`src/design/brb_pkg.sv`:
```
// Package for the batched SPSC ring buffer: sizes, operation and status codes,
// transaction structs, controller states and controller/datapath interface structs.
// No dependencies.
`default_nettype none

package brb_pkg;

    localparam int DEPTH       = 1024;
    localparam int ENTRY_BYTES = 8;
    localparam int POS_W       = $clog2(DEPTH);
    localparam int LEN_W       = 10;
    localparam int OCC_W       = 10;
    localparam int DATA_W      = 64;
    localparam int NB_W        = 4;
    localparam int LANE_W      = 8;

    typedef enum logic [1:0] {
        OP_WRITE = 2'd0,
        OP_READ  = 2'd1,
        OP_FLUSH = 2'd2,
        OP_RDONE = 2'd3
    } t_op;

    typedef enum logic [1:0] {
        ST_OK    = 2'd0,
        ST_FULL  = 2'd1,
        ST_EMPTY = 2'd2
    } t_status;

    typedef struct packed {
        logic [1:0]        op;
        logic [DATA_W-1:0] write_data;
        logic [NB_W-1:0]   write_bytes;
    } t_in;

    typedef struct packed {
        t_status           status;
        logic [DATA_W-1:0] read_data;
        logic [OCC_W-1:0]  occupancy;
    } t_out;

    typedef enum logic [1:0] {
        S_IDLE,
        S_EXEC,
        S_RDWAIT
    } t_state;

    typedef struct packed {
        logic load;
        logic exec;
        logic capture_rd;
        logic finish;
    } t_cmd;

    typedef struct packed {
        logic rd_hit;
    } t_sts;

endpackage

`default_nettype wire

```
`src/design/brb_ctrl.sv`:
```
// Controller state machine for the batched SPSC ring buffer.
// Depends on brb_pkg.
`default_nettype none

module brb_ctrl import brb_pkg::*; (
    input  wire logic i_clk,
    input  wire logic i_rst_n,
    input  wire logic start,
    output logic      busy,
    input  wire t_sts i_sts,
    output t_cmd      o_cmd
);

    t_state r_state;
    t_state n_state;

    always_ff @(posedge i_clk) begin
        if (!i_rst_n) begin
            r_state <= S_IDLE;
        end else begin
            r_state <= n_state;
        end
    end

    always_comb begin
        n_state = r_state;
        case (r_state)
            S_IDLE: begin
                if (start) n_state = S_EXEC;
            end
            S_EXEC: begin
                n_state = i_sts.rd_hit ? S_RDWAIT : S_IDLE;
            end
            S_RDWAIT: begin
                n_state = S_IDLE;
            end
            default: begin
                n_state = S_IDLE;
            end
        endcase
    end

    always_comb begin
        o_cmd = '0;
        busy  = 1'b1;
        case (r_state)
            S_IDLE: begin
                busy       = 1'b0;
                o_cmd.load = start;
            end
            S_EXEC: begin
                o_cmd.exec   = 1'b1;
                o_cmd.finish = !i_sts.rd_hit;
            end
            S_RDWAIT: begin
                o_cmd.capture_rd = 1'b1;
                o_cmd.finish     = 1'b1;
            end
            default: begin
                busy = 1'b1;
            end
        endcase
    end

endmodule

`default_nettype wire

```
`config.mk`:
```
export PLATFORM = sky130hd
export DESIGN_NAME = brb_ctrl
export DESIGN_NICKNAME = d
export VERILOG_FILES = /design/src/design/brb_pkg.sv /design/src/design/brb_ctrl.sv
export SDC_FILE = /design/constraint.sdc
export NUM_CORES = 1
export LEC_CHECK = 0
export ABC_CLOCK_PERIOD_IN_PS = 1000
export BUFFER_PORTS_ARGS = -buffer_cell sky130_fd_sc_hd__buf_2
export CAP_MARGIN = 20
export CORE_AREA = 10 10 47 49
export DETAILED_ROUTE_END_ITERATION = 10
export DIE_AREA = 0 0 57 59
export GPL_TIMING_DRIVEN = 0
export RECOVER_POWER = 100
export SYNTH_ARGS = -nofsm -noshare
export SYNTH_HDL_FRONTEND = slang
export SYNTH_SLANG_ARGS = --single-unit
```
`constraint.sdc`:
```
create_clock -name i_clk -period 1 [get_ports i_clk]
set_input_delay 0.15 -clock i_clk [delete_from_list [all_inputs] [get_ports i_clk]]
set_output_delay 0.15 -clock i_clk [all_outputs]
set_load 0.02 [all_outputs]
```
---- Word-level counts from Yosys, hierarchy flattened ----
Cells that the tools add are included.
cells by class
  equal/unequal tests ..................... 3
  multiplexer cells ....................... 8
  reduce and logical (&&, ||, !) cells .... 2
operators by type and width
  operator                                       number
  two-way mux 1 bit                              4
  two-way mux 2 bit                              2
  case mux 2 bit (2 select lines)                1
  == test 2 x 1 -> 1 bit, second input constant  1
  == test 2 bit, second input constant           1
  zero test 2 bit                                1
  inequality test 2 bit, second input constant   1
  case mux 1 bit (2 select lines)                1
  zero test 1 bit                                1
word-level totals
  flip-flop bits (word level) ............. 2
  output and inout bits ................... 5

---- Logic depth before layout (Yosys ltp) ----
Gate-level depths: netlist of run 1.
  depth in word-level cells ............... 2
  depth in mapped cells ................... 5
  mapped depth without buffers ............ 5

---- Worst setup path after synthesis of run 1 ----
Ideal clock, no wire load.
  path kind ............................... flip-flop to output port
  start point ............................. reg r_state[1]
  end point ............................... out o_cmd[0] (netlist name)
  data arrival time ....................... 1.054 ns
  required time ........................... 0.850 ns
  path slack .............................. -0.204 ns
  stages on the path, launching flop included .. 5
  buffers on the path ..................... 0
  path through ............................ dfxtp_1 -> inv_1 -> ha_1 -> nor2b_1 -> o21a_1
RTL lines
  item                    line            source
  from (decl)             brb_ctrl.sv:14  t_state r_state;
  from (signal assigned)  brb_ctrl.sv:21  r_state <= n_state;
  to (decl)               brb_ctrl.sv:11  output t_cmd o_cmd

==> summary.txt, run 1 <==
Placement
  – Pre-CTS WS: -0.158 ns
  – Placer congestion estimate: 0.575
  – Inst Count DP: 42
  – Port Buffer Count: 8

Finish
  – Final nets: 43
  – Max FFs per register: 2
  – Antenna diode count: 0
  – Multi-input logic area: 161 um^2
  – Non-Filler Instances: 49
  – Largest Register: r_state
  – Biggest regs: r_state: 2 flops
  – Commonest non-fill, non-tap cells in the layout: 6 x buf_6, 3 x ha_4, 3 x clkbuf_4, 3 x buf_2, 3 x buf_4
  – Post-layout util: 26.4%
  – Reg area: 45.0 um^2
  – # fillers: 152
  – Proportion of layout cells with a drive suffix above 1: 78.8%
  – Synth-to-layout area growth: 114%
  – Commonest non-fill, non-tap cell in the layout: buf_6

Synth
  – Simple-gate portion of the synthesized area: 25.4%
  – Number of synthesis warnings: 0
  – Mapped cell area: 173 um^2
  – Synth Net Count: 26
  – Synth Area in Compound Gates: 4.35%
  – Post-Syn Instances: 18
  – Syn avg cell area: 9.59 um^2
  – Seq/Total Area, Yosys: 23.2%
  – Main combinational cell family by area after synthesis: adder cells
  – Post-synth cell types: 10
  – Share of synthesized area spent on multiplexers: 11.6%
  – Seq cells post-synth: 2
  – Synth Area in XOR/XNOR: 0%
  – Post-synthesis adder-cell area fraction: 29.0%

Clock network
  – Cts bufs inserted: 3
  – CTS tree: built
  – Clk sinks: 2
  – Skew-Pair Late Insertion Delay: 0.22 ns
  – Clock-pin slew on the worst setup and hold paths: 0.03 ns
  – Root Buffer: clkbuf_4
  – CTS Hold Bufs: 0
  – H-tree depth: 1
  – Clk buf depth: 2

Route
  – Drt wl/cell: 9.53 um
  – Initial DRC count: 0
  – Vias: 171
  – DRC: 0
  – WL final: 467 um
  – Drt first pass iters: 1
  – Drt via density: 3.49
  – Remaining antenna violation count after routing: 0

Power and ir drop
  – Peak VDD IR: 313 uV
  – Power Density: 1420 nW/um^2
  – Leak pwr: 0.175 nW
  – PnR Total Power: 0.000526 W

Global route
  – GR Overflow Total: 0
  – Vias in the first global route: 172
  – Pin count of the biggest net entering global routing: 4
  – Initial antenna violation count: 0
  – GRT Util Overall: 3.24%
  – First-pass GRT wire length: 731 um

Worst setup path
  – CP startpoint kind: register
  – WP data required: 0.85 ns
  – Slack of the worst reg-to-reg path: -0.05 ns
  – Crit. End Element: primary output
  – Worst-path maximum fanout: 3
  – Crit path DAT: 1.20 ns
  – Worst Reg-to-Reg Cells: 5
  – WS Path Type: register to primary output

Floorplanning
  – Site Rows: 14
  – Die X: 57 um
  – Die area: 3360 um^2
  – Chip Height: 59 um
  – Initial Util: 12.3%
  – # IOs: 9
  – Core area: 1400 um^2

STA
  – RSZ-0062 raised after global routing: yes
  – Total Neg Setup Slack: -1.13 ns
  – Slew Viols, Final: 0
  – Post-route clock period utilization: 135%
  – Tmin final: 1.35 ns
  – Setup violators final: 7
  – Hold Vio Cnt, Final: 0
  – Relative slew slack: 90.7%
  – Max Clock Skew: 0.00130 ns
  – Final worst slack: -0.347 ns
  – Fmax: 742 MHz
  – Worst-Margin Slew: 0.136 ns

Run status
  – Failing checks: setup timing
  – Outcome: finished, violations left

Flow run
  – Max_cap viols: 0

Min path
  – Hold Crit Class: input pin to register
  – WHS Path Cells: 2
stage by stage:
step / hold slack, ns / cell area [um^2]
3_3_place_gp: 0.363 / 264
6_report: 0.144 / 370
5_1_grt: 0.141 / 370
3_5_place_dp: 0.368 / 264
2_1_floorplan: 0.272 / 204
4_1_cts: 0.130 / 323
final timing paths:
check | start | endpoint
min reg2reg | r_state[0]$_SDFFE_PN0P_ | r_state[0]$_SDFFE_PN0P_
max reg2reg | r_state[0]$_SDFFE_PN0P_ | r_state[1]$_SDFFE_PN0P_
max | r_state[1]$_SDFFE_PN0P_ | o_cmd[0]
min | i_rst_n | r_state[1]$_SDFFE_PN0P_
timing repair:
action	4_1_cts	5_1_grt
setup endpoints to repair	7	7
pin swaps	0	2
buffers inserted	2	2
gates resized for setup	7	10
kinds of logic after synthesis:
group | Yosys count
and+or+nand+nor | 6
adders and majority gates | 4
buffers and inverters | 3
muxes | 2
DFF | 2
AOI/OAI and AO/OA | 1
area by class of cell:
type                    instances  area share, %
clock buffers                   3           6.08
multi-input cells              13           43.6
flip-flops and latches          2           12.2
well taps                      16           5.41
inverters                       3           4.39
repair buffers                 12           28.4
critical path, cell delays in order (launching register included):
cell,delay [ns]
dfxtp_2,0.34
inv_4,0.05
ha_4,0.15
nor2b_1,0.12
o21a_2,0.19
buf_6,0.12
report_power, final:
group	total [W]	leakage, nW	switching [W]	internal, W
Combinational	0.000243	0.143	0.000107	0.000137
Sequential	0.000105	0.0175	0.0000128	0.0000918
Clock	0.000178	0.0138	0.0000461	0.000132
per-layer routing:
metal	vias to the layer above	wire [um]	track usage [%]
met5	-	0	0
met4	0	7	5.03
met3	2	58	3.43
met2	6	238	3.41
met1	76	162	2.61
li1	87	-	-
synth_stat cells, drive strengths merged:
cell type  number  share of area (%)
mux2i           2                 12
and2            2                8.0
o21a            1                4.3
inv             3                6.5
ha              4                 29
nand2b          1                8.0
dfxtp           2                 23
nor2b           2                7.2
nand2           1                2.2
No activity file was read; power rests on OpenSTA's default activity.
==> run 2, diff against run 1 <==
--- a/config.mk
+++ b/config.mk
@@ -11,8 +11,8 @@
 export CORE_AREA = 10 10 47 49
 export DETAILED_ROUTE_END_ITERATION = 10
 export DIE_AREA = 0 0 57 59
-export GPL_TIMING_DRIVEN = 0
 export RECOVER_POWER = 100
+export SETUP_SLACK_MARGIN = 0.3
 export SYNTH_ARGS = -nofsm -noshare
 export SYNTH_HDL_FRONTEND = slang
 export SYNTH_SLANG_ARGS = --single-unit
==> summary.txt, run 2 (synthesis gave the netlist of run 1 again) <==
Run status
  – Outcome: finished, violations left
  – Failing checks: setup timing

STA
  – Fmax: 742 MHz (about the same)
  – Post-route clock period utilization: 135% (about the same)
  – Setup violators final: 7 (unchanged)
  – Relative slew slack: 91.4% (+0.76 points)
  – Final worst slack: -0.349 ns (-0.00119 ns)
  – RSZ-0062 raised after global routing: yes
  – Slew Viols, Final: 0 (unchanged)
  – Max Clock Skew: 0.000691 ns (-0.000608 ns)
  – Hold Vio Cnt, Final: 0 (unchanged)
  – Tmin final: 1.35 ns (+0.00119 ns)
  – Worst-Margin Slew: 0.125 ns (-0.0110 ns)
  – Total Neg Setup Slack: -1.38 ns (-0.251 ns)

Floorplanning
  – # IOs: 9 (unchanged)
  – Site Rows: 14 (unchanged)
  – Chip Height: 59 um (unchanged)
  – Core area: 1400 um^2 (unchanged)
  – Die area: 3360 um^2 (unchanged)
  – Die X: 57 um (unchanged)
  – Initial Util: 12.3% (unchanged)

Global route
  – Initial antenna violation count: 0 (unchanged)
  – GRT Util Overall: 3.46% (+0.22 points)
  – Vias in the first global route: 205 (+19%)
  – GR Overflow Total: 0 (unchanged)
  – First-pass GRT wire length: 800 um (+9.4%)
  – Pin count of the biggest net entering global routing: 4 (unchanged)

Min path
  – Hold Crit Start: i_rst_n
  – WHS Path Cells: 2 (unchanged)
  – Hold Crit Class: input pin to register

Route
  – DRC: 0 (unchanged)
  – Vias: 174 (+1.8%)
  – Drt first pass iters: 3 (+2)
  – Drt via density: 3.48 (-0.28%)
  – Remaining antenna violation count after routing: 0 (unchanged)
  – Initial DRC count: 3 (+3)
  – Drt wl/cell: 9.76 um (+2.4%)
  – WL final: 488 um (+4.5%)

Power and ir drop
  – Peak VDD IR: 306 uV (-2.1%)
  – PnR Total Power: 0.000507 W (-3.7%)
  – Leak pwr: 0.177 nW (+1.1%)
  – Power Density: 1400 nW/um^2 (-1.7%)

Worst setup path
  – Worst-path maximum fanout: 3 (unchanged)
  – CP startpoint kind: register
  – WS Path Type: register to primary output
  – Crit path DAT: 1.20 ns (about the same)
  – Crit. End Element: primary output
  – Crit path launch: r_state[1]$_SDFFE_PN0P_
  – Worst Reg-to-Reg Cells: 7 (+2)
  – WP data required: 0.85 ns (about the same)
  – Reg-to-Reg Start: r_state[1]$_SDFFE_PN0P_

Finish
  – Antenna diode count: 0 (unchanged)
  – Non-Filler Instances: 50 (+2.0%)
  – Largest Register: r_state
  – Synth-to-layout area growth: 110%
  – Final nets: 44 (+2.3%)
  – Max FFs per register: 2 (unchanged)
  – Commonest non-fill, non-tap cells in the layout: 5 x buf_2, 4 x buf_6, 4 x buf_4
  – Proportion of layout cells with a drive suffix above 1: 82.4% (+3.6 points)
  – # fillers: 164 (+7.9%)
  – Commonest non-fill, non-tap cell in the layout: buf_2
  – Biggest regs: r_state: 2 flops

Clock network
  – Clk sinks: 2 (unchanged)
  – Cts bufs inserted: 3 (unchanged)
  – Root Buffer: clkbuf_4
  – CTS tree: built
  – Clk buf depth: 2 (unchanged)
  – Clock-pin slew on the worst setup and hold paths: 0.03 ns (about the same)
  – H-tree depth: 1 (unchanged)
  – Skew-Pair Late Insertion Delay: 0.22 ns (about the same)

Placement
  – Placer congestion estimate: 0.576 (+0.17%)
  – Inst Count DP: 46 (+9.5%)
  – Post-detail-place hpwl: 391 um
  – Port Buffer Count: 8 (unchanged)

Flow run
  – Max_cap viols: 0 (unchanged)
run 2: cell types whose count changed in the layout (fill, tap and decap cells not counted), sizes merged:
| cell | delta |
|---|---|
| buf | +1 |
run 2: cell type report:
class / instances / area [um^2] / area share, %
clock buffers: 3 / 22.5 / 6.21
flip-flops and latches: 2 / 45.0 / 12.4
well taps: 16 / 20.0 / 5.52
repair buffers: 13 / 100 / 27.6
inverters: 3 / 16.3 / 4.48
multi-input cells: 13 / 159 / 43.8
run 2: per-layer routing:
metal  share of wire [%]  GRT usage (%)
met4                 1.4           5.03
met2                  51           4.50
met5                   0              0
met1                  35           2.49
met3                  12           3.22
run 2: through the flow:
stage | utilization, % | cell area [um^2] | hold WS (ns) | setup slack [ns]
detailed placement | 21.1 | 295 | 0.378 | -0.162
floorplan | - | 205 | 0.272 | -0.0733
global placement | 21.1 | 295 | 0.363 | -0.140
finish | 25.9 | 363 | 0.150 | -0.349
CTS | 24.2 | 339 | 0.142 | -0.349
global route | 25.9 | 363 | 0.151 | -0.408
run 2: report_power, final:
group	switching (W)	total (W)	internal (W)
clock network	0.0000437	0.000176	0.000132
logic	0.000103	0.000227	0.000123
registers	0.0000125	0.000104	0.0000918
total	0.000159	0.000507	0.000347
run 2: timing repair:
action                     CTS  global route
setup endpoints to repair    7             7
buffers inserted             0             1
pin swaps                    0             3
hold buffers                 0             0
resized for setup            7             5
run 2: path summary, 6_finish.rpt:
check / to / slack (ns)
worst min register to register: r_state[0]$_SDFFE_PN0P_ / 0.56
worst max-delay path: o_cmd[0] / -0.35
worst max register to register: r_state[1]$_SDFFE_PN0P_ / -0.13
worst min-delay path: r_state[1]$_SDFFE_PN0P_ / 0.15
run 2: critical path, cell delays in order (launching register included):
cell     delay (ns)
dfxtp_2        0.34
inv_4          0.05
ha_4           0.15
nor2b_4        0.11
o21a_2         0.21
buf_6          0.13
